<file path="config.mk">
export PLATFORM = sky130hd
export DESIGN_NAME = rar_pdu_parser
export DESIGN_NICKNAME = d
export VERILOG_FILES = /design/src/rar_pkg.sv /design/src/rar_core.sv /design/src/rar_pdu_parser.sv
export SDC_FILE = /design/constraint.sdc
export NUM_CORES = 1
export LEC_CHECK = 0
export ABC_AREA = 1
export BUFFER_PORTS_ARGS = -buffer_cell sky130_fd_sc_hd__buf_2
export CORE_MARGIN = 4
export CORE_UTILIZATION = 55
export DETAILED_ROUTE_END_ITERATION = 8
export PLACE_DENSITY = 0.76
export SETUP_SLACK_MARGIN = 0.5
export SYNTH_ARGS = -nofsm -noshare
export SYNTH_HDL_FRONTEND = slang
export SYNTH_SLANG_ARGS = --single-unit
</file>
<file path="constraint.sdc">
create_clock -name clock -period 9.8 [get_ports clock]
set_input_delay 0.98 -clock clock [delete_from_list [all_inputs] [get_ports clock]]
set_output_delay 0.98 -clock clock [all_outputs]
set_load 0.02 [all_outputs]
</file>
<file path="src/rar_pkg.sv">
// ----------------------------------------------------------------------------
// rar_pkg
// Types and constants shared by the random access response parser.
// ----------------------------------------------------------------------------
package rar_pkg;

   localparam int PAYLOAD_LEN = 6;
   localparam logic [6:0] NO_BEST = 7'd64;
   localparam logic [8:0] OFFSET_MAX = 9'd511;

   typedef enum logic [2:0] {
      ST_EXACT       = 3'd0,
      ST_CLOSEST     = 3'd1,
      ST_NO_RESPONSE = 3'd2,
      ST_TRUNCATED   = 3'd3,
      ST_SECONDARY   = 3'd4
   } rar_status_type;

   typedef enum logic {
      CSR_TARGET_PREAMBLE   = 1'b0,
      CSR_SECONDARY_CARRIER = 1'b1
   } rar_csr_type;

   typedef struct packed {
      rar_status_type status;
      logic [10:0]    timing_advance;
      logic [15:0]    temp_crnti;
      logic [7:0]     chosen_header;
      logic [47:0]    chosen_payload;
   } rar_result_type;

endpackage

</file>
<file path="src/rar_core.sv">
// ----------------------------------------------------------------------------
// rar_core
// Parse state of one response PDU: subheader matching, payload capture and
// the result computed on the final byte.
// ----------------------------------------------------------------------------
module rar_core import rar_pkg::*; #(
   parameter int MAX_SUBHEADERS = 64
) (
   input  logic           clock,
   input  logic           reset,
   input  logic           take,
   input  logic [7:0]     pdu_byte,
   input  logic           pdu_last,
   input  logic [5:0]     target_preamble,
   input  logic           secondary_carrier,
   output rar_result_type result
);

   localparam logic [6:0] MaxSub = 7'(MAX_SUBHEADERS);

   logic        in_payload_ff, in_payload_in;
   logic [6:0]  sub_count_ff, sub_count_in;
   logic [6:0]  resp_count_ff, resp_count_in;
   logic [6:0]  best_dist_ff, best_dist_in;
   logic [5:0]  best_idx_ff, best_idx_in;
   logic [7:0]  best_header_ff, best_header_in;
   logic [8:0]  offset_ff, offset_in;
   logic [47:0] payload_ff, payload_in;
   logic [2:0]  captured_ff, captured_in;

   logic        u_in_payload;
   logic [6:0]  u_sub_count, u_resp_count, u_best_dist;
   logic [5:0]  u_best_idx;
   logic [7:0]  u_best_header;
   logic [8:0]  u_offset;
   logic [47:0] u_payload;
   logic [2:0]  u_captured;

   logic [5:0]  rapid, rapid_dist;
   logic [8:0]  start;
   logic        in_window;
   rar_status_type status;

   always_comb begin
      u_in_payload  = in_payload_ff;
      u_sub_count   = sub_count_ff;
      u_resp_count  = resp_count_ff;
      u_best_dist   = best_dist_ff;
      u_best_idx    = best_idx_ff;
      u_best_header = best_header_ff;
      u_offset      = offset_ff;
      u_payload     = payload_ff;
      u_captured    = captured_ff;

      rapid      = pdu_byte[5:0];
      rapid_dist = (rapid >= target_preamble) ? rapid - target_preamble
                                              : target_preamble - rapid;
      // start of the chosen response's payload: index * 6
      start = {1'b0, best_idx_ff, 2'b00} + {2'b00, best_idx_ff, 1'b0};
      in_window = (best_dist_ff < NO_BEST) && (offset_ff >= start)
                  && (offset_ff < start + 9'(PAYLOAD_LEN))
                  && (captured_ff < 3'(PAYLOAD_LEN));

      if (in_payload_ff) begin
         if (in_window) begin
            u_payload  = {payload_ff[39:0], pdu_byte};
            u_captured = captured_ff + 3'd1;
         end
         if (offset_ff < OFFSET_MAX) begin
            u_offset = offset_ff + 9'd1;
         end
      end else begin
         if (sub_count_ff < MaxSub) begin
            u_sub_count = sub_count_ff + 7'd1;
         end
         // backoff subheaders (T=0) only count towards the subheader total
         if (pdu_byte[6]) begin
            u_resp_count = resp_count_ff + 7'd1;
            if ({1'b0, rapid_dist} < best_dist_ff) begin
               u_best_dist   = {1'b0, rapid_dist};
               u_best_idx    = resp_count_ff[5:0];
               u_best_header = pdu_byte;
            end
         end
         if (!pdu_byte[7] || u_sub_count >= MaxSub) begin
            u_in_payload = 1'b1;
            u_offset     = '0;
         end
      end

      priority if (secondary_carrier) begin
         status = ST_SECONDARY;
      end else if (!u_in_payload) begin
         status = ST_TRUNCATED;
      end else if (u_best_dist >= NO_BEST) begin
         status = ST_NO_RESPONSE;
      end else if (u_captured < 3'(PAYLOAD_LEN)) begin
         status = ST_TRUNCATED;
      end else if (u_best_dist == 7'd0) begin
         status = ST_EXACT;
      end else begin
         status = ST_CLOSEST;
      end

      result = '0;
      result.status = status;
      if (status == ST_EXACT || status == ST_CLOSEST) begin
         result.timing_advance = {u_payload[46:40], u_payload[39:36]};
         result.chosen_header  = u_best_header;
         result.chosen_payload = u_payload;
         if (status == ST_EXACT) begin
            result.temp_crnti = u_payload[15:0];
         end
      end

      if (pdu_last) begin
         in_payload_in  = 1'b0;
         sub_count_in   = '0;
         resp_count_in  = '0;
         best_dist_in   = NO_BEST;
         best_idx_in    = '0;
         best_header_in = '0;
         offset_in      = '0;
         payload_in     = '0;
         captured_in    = '0;
      end else begin
         in_payload_in  = u_in_payload;
         sub_count_in   = u_sub_count;
         resp_count_in  = u_resp_count;
         best_dist_in   = u_best_dist;
         best_idx_in    = u_best_idx;
         best_header_in = u_best_header;
         offset_in      = u_offset;
         payload_in     = u_payload;
         captured_in    = u_captured;
      end
   end

   always_ff @(posedge clock) begin
      if (reset) begin
         in_payload_ff  <= 1'b0;
         sub_count_ff   <= '0;
         resp_count_ff  <= '0;
         best_dist_ff   <= NO_BEST;
         best_idx_ff    <= '0;
         best_header_ff <= '0;
         offset_ff      <= '0;
         payload_ff     <= '0;
         captured_ff    <= '0;
      end else if (take) begin
         in_payload_ff  <= in_payload_in;
         sub_count_ff   <= sub_count_in;
         resp_count_ff  <= resp_count_in;
         best_dist_ff   <= best_dist_in;
         best_idx_ff    <= best_idx_in;
         best_header_ff <= best_header_in;
         offset_ff      <= offset_in;
         payload_ff     <= payload_in;
         captured_ff    <= captured_in;
      end
   end

endmodule

</file>
<file path="src/rar_pdu_parser.sv">
// ----------------------------------------------------------------------------
// rar_pdu_parser
// LTE random access response MAC PDU parser, one byte per transaction.
// ----------------------------------------------------------------------------
//  channel  | direction | payload                                   | handshake
//  req_     | in        | pdu_byte, pdu_last                        | valid/ready
//  rsp_     | out       | status, timing_advance, temp_crnti,       | valid/ready
//           |           | chosen_header, chosen_payload             |
//  csr_     | in        | index, data                               | valid/ready
//
//  One byte per cycle while req_ready is high; the parse state updates in the
//  cycle the byte is taken. The result of a PDU appears in the cycle after its
//  last byte is taken, held in the output register until taken. req_ready drops
//  only while a result is held and rsp_ready is low. Reset clears parse state,
//  the csr registers and the result valid flag; csr writes are always accepted.
// ----------------------------------------------------------------------------
module rar_pdu_parser import rar_pkg::*; #(
   parameter int MAX_SUBHEADERS = 64
) (
   input  logic        clock,
   input  logic        reset,
   input  logic        req_valid,
   output logic        req_ready,
   input  logic [7:0]  req_pdu_byte,
   input  logic        req_pdu_last,
   output logic        rsp_valid,
   input  logic        rsp_ready,
   output logic [2:0]  rsp_status,
   output logic [10:0] rsp_timing_advance,
   output logic [15:0] rsp_temp_crnti,
   output logic [7:0]  rsp_chosen_header,
   output logic [47:0] rsp_chosen_payload,
   input  logic        csr_valid,
   output logic        csr_ready,
   input  logic        csr_index,
   input  logic [5:0]  csr_data
);

   logic [5:0]     target_ff;
   logic           secondary_ff;
   logic           take;
   rar_result_type result;
   rar_result_type rsp_ff;
   logic           rsp_valid_ff;

   assign req_ready = !rsp_valid_ff || rsp_ready;
   assign take      = req_valid && req_ready;
   assign csr_ready = 1'b1;

   always_ff @(posedge clock) begin
      if (reset) begin
         target_ff    <= '0;
         secondary_ff <= 1'b0;
      end else if (csr_valid) begin
         unique case (rar_csr_type'(csr_index))
            CSR_TARGET_PREAMBLE: begin
               target_ff <= csr_data;
            end
            CSR_SECONDARY_CARRIER: begin
               secondary_ff <= csr_data[0];
            end
            default: begin
            end
         endcase
      end
   end

   rar_core #(
      .MAX_SUBHEADERS(MAX_SUBHEADERS)
   ) u_core (
      .clock             (clock),
      .reset             (reset),
      .take              (take),
      .pdu_byte          (req_pdu_byte),
      .pdu_last          (req_pdu_last),
      .target_preamble   (target_ff),
      .secondary_carrier (secondary_ff),
      .result            (result)
   );

   always_ff @(posedge clock) begin
      if (reset) begin
         rsp_valid_ff <= 1'b0;
      end else if (take && req_pdu_last) begin
         rsp_valid_ff <= 1'b1;
      end else if (rsp_ready) begin
         rsp_valid_ff <= 1'b0;
      end
   end

   always_ff @(posedge clock) begin
      if (take && req_pdu_last) begin
         rsp_ff <= result;
      end
   end

   assign rsp_valid          = rsp_valid_ff;
   assign rsp_status         = rsp_ff.status;
   assign rsp_timing_advance = rsp_ff.timing_advance;
   assign rsp_temp_crnti     = rsp_ff.temp_crnti;
   assign rsp_chosen_header  = rsp_ff.chosen_header;
   assign rsp_chosen_payload = rsp_ff.chosen_payload;

endmodule

</file>
Word-level counts from Yosys, hierarchy flattened
Cells that the tools add are included.
{ "word_totals": {"reg_bits": 190, "output_inout_bits": 89, "wordCells": 103} }
{ "op_classes": {"reduce_logical": 23, "n_lt_le_gt_ge": 11, "bitwise": 1, "mux": 40, "addsub": 8, "n_eq_ne": 3} }
{ "ops": {"columns": ["operator", "count"], "rows": [
  ["$mux 48", 3],
  ["$mux 7", 11],
  ["$mux 9", 4],
  ["$mux 8", 4],
  ["$mux 6", 5],
  ["$mux 3", 7],
  ["$add 7x1->7 const B", 2],
  ["$ge 7x7->1 const B", 2],
  ["$lt 7x7->1 const B", 2],
  ["$sub 6x6->6", 2],
  ["$add 8x7->9", 1],
  ["$add 9x1->9 const B", 1],
  ["$add 9x3->9 const B", 1],
  ["$ge 9x9->1", 1],
  ["$lt 9x9->1", 1],
  ["$lt 9x9->1 const B", 1],
  ["$reduce_and 2->1", 4],
  ["$logic_not 7->1", 1],
  ["$lt 6x7->1", 1],
  ["$ge 6x6->1", 1],
  ["$lt 3x3->1 const B", 2],
  ["$mux 1", 6],
  ["$reduce_and 3->1", 2],
  ["$reduce_bool 2->1", 3],
  ["other kinds (11)", 18]
]} }

Depth between registers and ports, before layout
Gate-level depths: netlist of run 1.
{ "depth": {"ltp_word": 15, "depth_mapped": 25, "ltp_nobuf": 24} }

Modules after synthesis
A second synthesis of run 1 with hierarchy kept.
{ "hier_totals": {"cells_unflattened": 1189, "hier_area_um2": 9576.7} }
{ "by_module_without_submodules": {"columns": ["module", "instances", "area_per_inst_um2", "cells_per_inst", "seq_area_each_um2"], "rows": [
  ["rar_core", 1, 6611.3, 1044, 1901.8],
  ["rar_pdu_parser", 1, 2965.3, 145, 2742.6]
]} }

Least setup slack after synthesis of run 1
No wires, ideal clock.
{ "synth_path": {"kind": "input port to flip-flop", "from": "input port rsp_ready", "to": "register u_core.sub_count_ff[5]", "path_stages": 10, "setup_slack_ns": 4.170, "arrival_ns": 5.512, "t_required_ns": 9.683, "setup_ns": 0.117, "path_buffers": 1, "cell_sequence": "inv_1 > nand2_1 > nand2_1 > nor2_1 > inv_1 > nand2_1 > inv_1 > clkbuf_1 > o21ai_0 > nor2_1"} }
{ "synth_via": {"elab_chain_len": 3} }
{ "synth_rtl": {"columns": ["item", "line", "rtl"], "rows": [
  ["start: declaration", "rar_pdu_parser.sv:27", "input logic rsp_ready,"],
  ["$logic_or 1x1->1", "rar_pdu_parser.sv:46", "assign req_ready = !rsp_valid_ff || rsp_ready;"],
  ["via req_ready", "rar_pdu_parser.sv:23", "output logic req_ready,"],
  ["$logic_and 1x1->1", "rar_pdu_parser.sv:47", "assign take = req_valid && req_ready;"],
  ["$reduce_and 2->1 (no line)", null, null],
  ["end signal: assignment", "rar_core.sv:152", "sub_count_ff <= sub_count_in;"],
  ["end: declaration", "rar_core.sv:22", "logic [6:0] sub_count_ff, sub_count_in;"]
]} }
The timed path passes the listed nets, and every way through them passes these cells.
A chain may end at the register's enable or synchronous reset.

Final worst setup path of run 1
{ "layout_path": {"from": "register u_core.best_idx_ff[0]", "to": "register rsp_ff, in the netlist rsp_temp_crnti[8], data pin"} }
{ "layout_via": {"elab_chain_len": 15} }
{ "layout_rtl": {"columns": ["item", "line", "rtl"], "rows": [
  ["start: declaration", "rar_core.sv:25", "logic [5:0] best_idx_ff, best_idx_in;"],
  ["start signal: assignment", "rar_core.sv:155", "best_idx_ff <= best_idx_in;"],
  ["$add 8x7->9 (*)", "rar_core.sv:59", "start = {1'b0, best_idx_ff, 2'b00} + {2'b00, best_idx_ff, 1'b0};"],
  ["$add 9x3->9 or $ge 9x9->1 (tied branches)", "rar_core.sv:61, rar_core.sv:60", null],
  ["$lt 9x9->1 or $logic_and 1x1->1 (tied branches)", "rar_core.sv:61, rar_core.sv:60", null],
  ["$logic_and 1x1->1 (*)", "rar_core.sv:61", "&& (offset_ff < start + 9'(PAYLOAD_LEN))"],
  ["$logic_and 1x1->1 (*)", "rar_core.sv:62", "&& (captured_ff < 3'(PAYLOAD_LEN));"],
  ["$mux 3", "rar_core.sv:65", "if (in_window) begin"],
  ["$mux 3", "rar_core.sv:64", "if (in_payload_ff) begin"],
  ["$lt 3x3->1", "rar_core.sv:97", "end else if (u_captured < 3'(PAYLOAD_LEN)) begin"],
  ["$mux 3", "rar_core.sv:97", null],
  ["$mux 3", "rar_core.sv:95", "end else if (u_best_dist >= NO_BEST) begin"],
  ["$mux 3", "rar_core.sv:93", "end else if (!u_in_payload) begin"],
  ["$mux 3", "rar_core.sv:91", "priority if (secondary_carrier) begin"],
  ["$eq 3x1->1 or $logic_not 3->1 (tied branches)", "rar_core.sv:107, rar_core.sv:111", null],
  ["$logic_or 1x1->1", "rar_core.sv:107", "if (status == ST_EXACT || status == ST_CLOSEST) begin"],
  ["$reduce_and 2->1 (no line)", null, null],
  ["end signal: assignment", "rar_pdu_parser.sv:93", "rsp_ff <= result;"],
  ["end: declaration", "rar_pdu_parser.sv:43", "rar_result_type rsp_ff;"]
]} }
Every way passes the cells marked *; elsewhere a longest branch is shown, timed or not.

==> results of run 1 <==
-- through the flow --
step	power, µW	utilization (%)	std cells	setup WS, ns	hold slack (ns)
floorplan	957	-	1112	4.17	0.428
global placement	1000	60.3	1389	4.99	0.441
detailed placement	1000	60.3	1389	4.86	0.454
CTS	1640	63.8	1421	4.86	0.459
global route	1700	63.8	1421	4.30	0.470
finish	1630	63.8	1421	4.86	0.463
-- layer usage --
metal | part of all wire (%) | up-vias | global-route usage [%]
met5 | 0.062 | - | 0
met4 | 1.9 | 2 | 6.60
met3 | 7.4 | 28 | 5.33
met2 | 46 | 203 | 33.2
met1 | 45 | 3311 | 29.8
li1 | - | 3736 | -
-- worst max-delay path: stages (launching register included) --
cell     delay (ns)
dfxtp_1        0.38
ha_1           0.26
fa_1           0.40
xor2_1         0.23
inv_1          0.11
nor2_1         0.09
inv_1          0.05
nor4_1         0.29
xnor2_1        0.11
ha_1           0.32
nand2_1        0.06
inv_1          0.04
o21ai_0        0.06
nand3_1        0.09
inv_1          0.07
nand3_2        0.07
buf_4          0.55
inv_2          0.25
nand2_1        0.11
nand2_1        0.08
and2_4         0.17
nand3_2        0.05
buf_4          0.52
nor2_1         0.14
and2_1         0.17
-- cell usage after synthesis (all sizes together) --
master  count
a211oi      2
a21boi      1
a21oi      67
a31oi       1
and2       18
and3        2
buf        26
clkbuf     28
clkinv      2
conb        1
dfxtp     103
edfxtp     75
fa          3
ha         43
inv       175
nand2     195
nand3      36
nand3b      4
nand4       8
nor2      137
nor3        8
nor3b       3
nor4        1
o21a        1
o21ai      83
o221ai      1
o22ai      39
or2        33
xnor2       6
xor2       10
-- area by class of cell --
cell class	instances	area, µm²
Inverter	177	664
Clock buffer	20	467
Tap cell	216	270
Multi-Input combinational cell	703	3840
Timing Repair Buffer	115	593
Clock inverter	12	93.8
Fill cell	1395	5820
Sequential cell	178	4310
-- cells by family after synthesis --
logic type                 after synthesis
adders and majority gates               46
buffers and inverters                  231
and+or+nand+nor                        445
AOI/OAI and AO/OA                      195
other                                    1
DFF                                    178
xor gates and xnor gates                16
-- state kept, by name (all words and copies together) (netlist names) --
name and cells:
rsp_timing_advance 10, u_core.offset_ff 9, u_core.best_header_ff 8, u_core.resp_count_ff 6, u_core.sub_count_ff 7, u_core.best_dist_ff 7, u_core.best_idx_ff 6, u_core.captured_ff 3
u_core.in_payload_ff 1, rsp_temp_crnti 16, rsp_valid 1, rsp_chosen_payload 38, rsp_chosen_header 8, secondary_ff 1, target_ff 6, u_core.payload_ff 48
rsp_status 3
-- where the power goes --
part | leakage, µW | total [µW] | internal [µW] | switching (µW)
clock network | 0.000282 | 639 | 349 | 290
registers | 0.00156 | 797 | 789 | 8.03
logic | 0.00260 | 190 | 58.3 | 132
-- layout by cell type, fill, tap and decap left out, types with 3 or more instances in the layout --
| cell | Yosys | routed |
|---|---|---|
| clkbuf_8 | 0 | 3 |
| nor2_4 | 2 | 3 |
| a21oi_1 | 66 | 66 |
| nand2_2 | 3 | 3 |
| inv_1 | 173 | 173 |
| or2_2 | 27 | 27 |
| clkbuf_16 | 0 | 17 |
| clkinv_4 | 0 | 4 |
| buf_2 | 3 | 108 |
| or2_1 | 6 | 6 |
| nand3b_1 | 4 | 4 |
| nand3_1 | 32 | 32 |
| nand3_2 | 4 | 4 |
| o21ai_0 | 81 | 81 |
| clkinv_2 | 0 | 3 |
| nor2_1 | 122 | 121 |
| buf_4 | 15 | 7 |
| nor2_2 | 12 | 12 |
| ha_1 | 43 | 43 |
| inv_6 | 0 | 5 |
| dfxtp_1 | 103 | 103 |
| nand2_1 | 190 | 190 |
| o22ai_1 | 39 | 39 |
| and2_1 | 11 | 11 |
| nor3_1 | 8 | 8 |
| and2_2 | 6 | 6 |
| xnor2_1 | 6 | 6 |
| fa_1 | 3 | 3 |
| nand4_1 | 8 | 8 |
| xor2_1 | 10 | 10 |
| nor3b_1 | 3 | 3 |
| edfxtp_1 | 75 | 75 |
-- worst min-delay path by stage --
stage                     slack, ns  cells past startpoint                    end             startpoint
after global placement         0.44                      0          rsp_status[2]           secondary_ff
after detailed placement       0.45                      0          rsp_status[2]           secondary_ff
final                          0.46                      0          rsp_status[2]           secondary_ff
after CTS                      0.46                      0          rsp_status[2]           secondary_ff
after floorplan                0.43                      1  u_core.captured_ff[0]  u_core.captured_ff[0]
after global routing           0.47                      0          rsp_status[2]           secondary_ff
==> flow_metrics.env, run 1 <==
export IMPL_synthesis_area_um2=9120
export IMPL_grt_pass1_wl_mm=31.8
export IMPL_crit_path_max_fanout=83
export IMPL_clock_skew_ns=0.0124
export IMPL_nNetsFinal=1259
export IMPL_hold_viol=0
export IMPL_area_growth_pct=12.2
export IMPL_place_area_um2=9680
export IMPL_drc=0
export IMPL_rrSetupSlack_ns=4.86
export IMPL_cts_max_level=4
export IMPL_endpoint_kind="flip-flop"
export IMPL_hold_path_class="reg2reg"
export IMPL_initial_utilization_pct=56.8
export IMPL_grt_pass1_vias=6615
export IMPL_synth_top_family_by_area="simple AND/OR/NAND/NOR gates"
export IMPL_die_w_um=137
export IMPL_wirelength_mm=19.3
export IMPL_ys_types=47
export IMPL_yosysSeqAreaShare_pct=47.3
export IMPL_timing_slew_headroom_pct=38.6
export IMPL_antenna_found_initial=1
export IMPL_criticalPathCategory="reg2reg"
export IMPL_overflow=0
export IMPL_finalCriticalPeriod_ns=4.94
export IMPL_cts_tree="yes"
export IMPL_drt_iter0_markers=624
export IMPL_avgSynthCellArea_um2=8.20
export IMPL_worst_pin_slew_ns=0.919
export IMPL_rsz0062_at_grt="no"
export IMPL_p_per_area_nw_per_um2=159
export IMPL_numCtsBuffers=17
export IMPL_via_per_inst=5.12
export IMPL_grt_max_degree=84
export IMPL_min_period_over_period_pct=50.4
export IMPL_synthSimpleGateAreaFrac_pct=22.1
export IMPL_synth_xor_area_share_pct=1.54
export IMPL_place_port_buffers=108
export IMPL_synth_compound_area_share_pct=11.7
export IMPL_vdd_drop_max_uv=137
export IMPL_postCtsHoldBufs=0
export IMPL_synthMuxAreaShare_pct=0
export IMPL_clkTransAtPathRegs_ns=0.07
export IMPL_clock_latency_ns=0.43
export IMPL_cts_buffer_depth=2
export IMPL_cp_start_kind="flip-flop"
export IMPL_num_vias=7280
export IMPL_drive_gt1_share_pct=17.5
export IMPL_gp_congestion=0.902
export IMPL_synth_top_cell_area_share_pct=24.7
export IMPL_dp_hpwl_mm=13.4
export IMPL_synth_area_leader_cell="edfxtp_1"
export IMPL_io_pins=110
export IMPL_synth_area_leaders="edfxtp_1 25%, dfxtp_1 23%, nand2_1 7.8%"
export IMPL_fmax_mhz=202
export IMPL_ys_ff_latch=178
export IMPL_leakage_uw=0.00444
export IMPL_cap_violations=0
export IMPL_crit_start="u_core.best_idx_ff[0]"
export IMPL_postCtsSetupRepairBufs=0
export IMPL_synthAdderAreaFrac_pct=6.56
export IMPL_syn_inst=1112
export IMPL_critical_path_endpoint="rsp_temp_crnti[8]"
export IMPL_crit_required_ns=9.98
export IMPL_final_setup_viol_count=0
export IMPL_synth_fp_nets=1179
export IMPL_finalInstanceArea_um2=10200
export IMPL_r2r_end="rsp_temp_crnti[8]"
export IMPL_core_area_um2=16100
export IMPL_ant_nets=0
export IMPL_cts_sinks=178
export IMPL_rr_startpoint="u_core.best_idx_ff[0]"
export IMPL_cts_root_buf="clkbuf_16"
export IMPL_die_y_um=137
export IMPL_synth_warnings=0
export IMPL_cp_arrival_ns=5.13
export IMPL_routedWlPerCell_um=13.6
export IMPL_rows=46
export IMPL_n_antenna_cell=0
export IMPL_drv_slew=0
export IMPL_fin_setup_tns_ns=0
export IMPL_r2r_worst_path_cells=24
export IMPL_dieArea_um2=18700
export IMPL_status="finished clean"
export IMPL_cts_resized=0
export IMPL_grt_use_total_pct=21.4
export IMPL_dr_pass1_iters=6
(Power assumes the default switching activity.)
==> inputs of run 2 (changes only) <==
==> constraint.sdc (replaced) <==
create_clock -name clock -period 4.91 [get_ports clock]
set_input_delay 0.491 -clock clock [delete_from_list [all_inputs] [get_ports clock]]
set_output_delay 0.491 -clock clock [all_outputs]
set_load 0.02 [all_outputs]
==> run 2 against run 1 <==
- non-clock buffer count grew 11
- combinational power grew 100%
- register-to-register slack lost 4.0 ns
- hold slack lost 0.14 ns
- maximum frequency grew 22%
- core utilization grew 0.79 points
- die area is the same
- sequential share of layout area shrank 0.49 points
- first-iteration DRC count shrank 2.7%
- global-route usage shrank 0.27 points
- clock skew shrank 0.0050 ns
- routed wire length grew 2.6%
==> flow_metrics.env, run 2 (synthesized netlist as in run 1, its figures left out) <==
export IMPL_overflow=0
export IMPL_postCtsHoldBufs=0
export IMPL_min_from="csr_valid"
export IMPL_largest_reg_flops=48
export IMPL_vdd_drop_max_uv=263
export IMPL_wirelength_mm=19.8
export IMPL_cts_root_buf="clkbuf_16"
export IMPL_grt_max_degree=73
export IMPL_crit_path_max_fanout=22
export IMPL_status="finished clean"
export IMPL_timing_slew_headroom_pct=46.4
export IMPL_hold_viol=0
export IMPL_numCtsBuffers=17
export IMPL_p_per_area_nw_per_um2=315
export IMPL_regArea_um2=4320
export IMPL_place_port_buffers=108
export IMPL_rows=46
export IMPL_cts_tree="yes"
export IMPL_whs_ns=0.327
export IMPL_dieArea_um2=18700
export IMPL_dr_pass1_iters=5
export IMPL_fmax_mhz=246
export IMPL_die_w_um=137
export IMPL_final_common_cell="nand2_1"
export IMPL_drt_iter0_markers=607
export IMPL_min_period_over_period_pct=82.9
export IMPL_clock_skew_ns=0.00737
export IMPL_fin_setup_tns_ns=0
export IMPL_via_per_inst=5.15
export IMPL_criticalPathCategory="reg2reg"
export IMPL_largest_register="u_core.payload_ff"
export IMPL_clkTransAtPathRegs_ns=0.06
export IMPL_routedWlPerCell_um=13.8
export IMPL_worst_pin_slew_ns=0.803
export IMPL_cap_violations=0
export IMPL_initial_utilization_pct=56.8
export IMPL_grt_pass1_wl_mm=31.3
export IMPL_cp_arrival_ns=4.25
export IMPL_clock_latency_ns=0.44
export IMPL_rr_startpoint="u_core.best_idx_ff[1]"
export IMPL_final_setup_viol_count=0
export IMPL_cts_sinks=178
export IMPL_finalCriticalPeriod_ns=4.07
export IMPL_r2r_end="rsp_temp_crnti[4]"
export IMPL_endpoint_kind="flip-flop"
export IMPL_critical_path_endpoint="rsp_temp_crnti[4]"
export IMPL_dp_hpwl_mm=14.1
export IMPL_io_pins=110
export IMPL_cts_max_level=4
export IMPL_ant_nets=0
export IMPL_n_antenna_cell=0
export IMPL_r2r_worst_path_cells=23
export IMPL_crit_start="u_core.best_idx_ff[1]"
export IMPL_drv_slew=0
export IMPL_multi_input_area_um2=3860
export IMPL_grt_use_total_pct=21.2
export IMPL_hold_path_class="in2reg"
export IMPL_gp_congestion=0.914
export IMPL_drc=0
export IMPL_drive_gt1_share_pct=18.5
export IMPL_cp_start_kind="flip-flop"
export IMPL_antenna_found_initial=0
export IMPL_cts_buffer_depth=2
export IMPL_final_cell_mix="190 x nand2_1, 173 x inv_1, 121 x nor2_1"
export IMPL_leakage_uw=0.00448
export IMPL_fillers=1356
export IMPL_core_area_um2=16100
export IMPL_grt_pass1_vias=6513
export IMPL_rsz0062_at_grt="yes"
export IMPL_num_vias=7375
export IMPL_crit_required_ns=5.10
export IMPL_area_growth_pct=13.6
export IMPL_die_y_um=137
export IMPL_nNetsFinal=1270
export IMPL_rrSetupSlack_ns=0.84
-- run 2: repair_timing --
item,4_1_cts,5_1_grt
gates resized for setup,0,12
setup endpoints to repair,0,74
buffers inserted,0,7
-- run 2: cell type report --
cell class	count	share of cell area, %
repair buffers	126	6.59
multi-input cells	703	37.3
flip-flops and latches	178	41.6
well taps	216	2.61
clock inverters	10	0.978
inverters	177	6.43
clock buffers	22	4.48
-- run 2: worst min-delay path by stage --
stage,slack [ns],to,depth (start not counted)
floorplan,0.43,u_core.captured_ff[0],1
global placement,0.45,u_core.captured_ff[0],1
detailed placement,0.46,u_core.best_idx_ff[4],2
CTS,0.32,secondary_ff,3
global route,0.33,secondary_ff,3
finish,0.33,secondary_ff,3
-- run 2: metrics by stage --
| step | total power, µW | setup WS, ns | area (µm²) | std cells | util, % |
|---|---|---|---|---|---|
| 2_1_floorplan | 1910 | 1.13 | 9130 | 1112 | - |
| 3_5_place_dp | 2000 | 0.538 | 9710 | 1393 | 60.5 |
| 4_1_cts | 3280 | 0.507 | 10300 | 1425 | 64.0 |
| 3_3_place_gp | 1990 | 0.588 | 9710 | 1393 | 60.5 |
| 6_report | 3270 | 0.842 | 10400 | 1432 | 64.6 |
| 5_1_grt | 3410 | 0.464 | 10400 | 1432 | 64.6 |
-- run 2: critical path, stage by stage, from the launching register on --
cell and delay [ns]:
dfxtp_1 0.37, ha_1 0.24, fa_2 0.38, a21oi_2 0.14, o21ai_1 0.10, xor2_1 0.17
buf_4 0.15, nor4_2 0.17, xnor2_1 0.17, ha_1 0.28, nand2_1 0.08, inv_1 0.03
o21ai_0 0.13, nand3_1 0.10, inv_1 0.10, nand3_2 0.13, buf_6 0.19, nand2_1 0.07
nand2_1 0.08, and2_4 0.18, nand3_4 0.15, buf_4 0.18, nor2_2 0.04, and2_2 0.18
-- run 2: layer usage --
layer	vias up	part of all wire (%)	global-route usage, %
met4	0	1.6	6.15
li1	3759	-	-
met2	232	47	33.4
met1	3356	46	29.5
met5	-	0	0
met3	28	6.2	4.63
-- run 2: where the power goes --
group | leakage (µW) | internal, µW | switching [µW]
sequential | 0.00156 | 1570 | 17.1
combinational | 0.00264 | 117 | 263
clock | 0.000273 | 731 | 567
total | 0.00448 | 2420 | 848
==> inputs of run 3 (changes only) <==
==> constraint.sdc (replaced) <==
create_clock -name clock -period 3.88 [get_ports clock]
set_input_delay 0.388 -clock clock [delete_from_list [all_inputs] [get_ports clock]]
set_output_delay 0.388 -clock clock [all_outputs]
set_load 0.02 [all_outputs]
==> run 3 against run 2 <==
- sequential share of layout area decreased by 7.0 points
- die area unchanged
- critical path type unchanged
- cell count increased by 3.4%
==> flow_metrics.env, run 3 (synthesized netlist as in run 1, its figures left out) <==
export IMPL_largest_register="u_core.payload_ff"
export IMPL_cts_root_buf="clkbuf_16"
export IMPL_criticalPathCategory="reg2reg"
export IMPL_grt_pass1_vias=7092
export IMPL_rr_startpoint="u_core.best_idx_ff[1]"
export IMPL_timing_final_ws_setup_ns=0.00358
export IMPL_final_common_cell="inv_1"
export IMPL_via_per_inst=5.75
export IMPL_wirelength_mm=28.6
export IMPL_n_antenna_cell=0
export IMPL_final_core_util_pct=77.7
export IMPL_whs_endpoint="target_ff[5]"
export IMPL_fin_setup_tns_ns=0
export IMPL_dr_pass1_iters=5
export IMPL_cp_arrival_ns=4.08
export IMPL_crit_required_ns=4.08
export IMPL_grt_pass1_wl_mm=33.9
export IMPL_place_port_buffers=108
export IMPL_cts_sinks=178
export IMPL_nNetsFinal=1319
export IMPL_routedWlPerCell_um=19.3
export IMPL_fmax_mhz=258
export IMPL_r2r_end="rsp_temp_crnti[10]"
export IMPL_hold_viol=0
export IMPL_clock_skew_ns=0.00841
export IMPL_crit_path_max_fanout=8
export IMPL_cts_buffer_depth=2
export IMPL_gp_congestion=0.869
export IMPL_worst_pin_slew_ns=0.943
export IMPL_largest_reg_flops=48
export IMPL_die_y_um=137
export IMPL_ant_nets=0
export IMPL_min_period_over_period_pct=99.9
export IMPL_dpl_worst_slack_ns=0.0353
export IMPL_leakage_uw=0.00506
export IMPL_whs_ns=0.226
export IMPL_final_cell_mix="167 x inv_1, 164 x nand2_1, 108 x buf_2"
export IMPL_overflow=0
export IMPL_core_area_um2=16100
export IMPL_min_from="csr_data[5]"
export IMPL_clock_latency_ns=0.44
export IMPL_total_power_uw=4300
export IMPL_timing_slew_headroom_pct=37.1
export IMPL_die_w_um=137
export IMPL_clkTransAtPathRegs_ns=0.07
export IMPL_dieArea_um2=18700
export IMPL_endpoint_kind="flip-flop"
export IMPL_hold_path_cell_count=3
export IMPL_numCtsBuffers=17
export IMPL_cap_violations=0
export IMPL_finalCriticalPeriod_ns=3.88
export IMPL_postCtsHoldBufs=0
export IMPL_p_per_area_nw_per_um2=344
export IMPL_dp_hpwl_mm=14.0
export IMPL_drt_iter0_markers=927
export IMPL_initial_utilization_pct=56.8
export IMPL_cp_start_kind="flip-flop"
export IMPL_io_pins=110
export IMPL_hold_path_class="in2reg"
export IMPL_r2r_worst_path_cells=23
export IMPL_antenna_found_initial=0
export IMPL_drc=0
export IMPL_final_setup_viol_count=0
export IMPL_vdd_drop_max_uv=351
export IMPL_num_vias=8513
export IMPL_drv_slew=0
export IMPL_rsz0062_at_grt="yes"
export IMPL_grt_use_total_pct=23.0
export IMPL_rrSetupSlack_ns=0.004
export IMPL_drive_gt1_share_pct=35.6
export IMPL_area_growth_pct=36.7
export IMPL_grt_max_degree=73
export IMPL_cts_tree="yes"
export IMPL_status="finished clean"
export IMPL_rows=46
export IMPL_cts_max_level=4
## run 3: cell types whose count changed in the layout (fill, tap and decap cells not counted), moves of 21 or more
cell	change
o21ai_4	+48
nor2_4	+30
o22ai_2	+21
or2_4	+24
or2_2	-24
nand2_1	-26
o21ai_0	-56
o22ai_1	-21
nor2_1	-33
nand2_2	+21
## run 3: worst max path at each step
stage / from / end / slack, ns / cells after the start
2_1_floorplan: u_core.best_idx_ff[0] / rsp_temp_crnti[1] / 0.40 / 23
3_3_place_gp: u_core.best_idx_ff[1] / rsp_temp_crnti[5] / 0.08 / 20
3_5_place_dp: u_core.best_idx_ff[1] / rsp_temp_crnti[5] / 0.04 / 20
4_1_cts: u_core.best_idx_ff[1] / rsp_temp_crnti[8] / 0.23 / 23
5_1_grt: u_core.best_idx_ff[1] / rsp_chosen_payload[46] / -0.17 / 24
6_report: u_core.best_idx_ff[1] / rsp_temp_crnti[10] / 0.004 / 23
## run 3: layer usage
metal / GRT usage [%] / wire length (µm) / vias to the layer above
li1: - / - / 3872
met1: 30.1 / 10500 / 4022
met2: 38.1 / 14300 / 501
met3: 4.08 / 2290 / 118
met4: 8.87 / 1390 / 0
met5: 0 / 0 / -
## run 3: metrics by stage
step	cells	instance area, µm²
floorplan	1112	9200
global placement	1399	9850
detailed placement	1399	9850
CTS	1446	10900
global route	1481	12500
finish	1481	12500
## run 3: power breakdown
part	internal (µW)	switching [µW]	leakage, µW
Sequential	1990	25.4	0.00156
Clock	894	780	0.000268
Combinational	199	407	0.00323
Total	3080	1210	0.00506
## run 3: layout make-up
type                            count  area (µm²)
Timing Repair Buffer              174        1500
Sequential cell                   178        4320
Inverter                          177         667
Clock inverter                     13         126
Tap cell                          216         270
Multi-Input combinational cell    704        5160
Clock buffer                       19         433
Fill cell                         913        3580
## run 3: repair_timing
action | in CTS | in global routing
gates cloned | 5 | 11
pin swaps | 16 | 38
gates resized for setup | 114 | 269
setup buffers | 10 | 24
setup endpoints to repair | 121 | 139
## run 3: critical path, stage by stage, from the launching register on
cell     delay, ns
dfxtp_4       0.37
ha_4          0.16
fa_2          0.37
xor2_2        0.16
inv_2         0.06
nor2_2        0.11
inv_2         0.06
nor4_4        0.21
xnor2_1       0.13
ha_1          0.35
nand2_1       0.10
inv_2         0.04
o21ai_2       0.15
nand3_2       0.11
inv_2         0.10
buf_6         0.09
nand4_1       0.10
nand2_1       0.10
nand2_2       0.08
and2_4        0.18
nand3_4       0.18
buf_16        0.20
nor2_4        0.04
and2_4        0.15
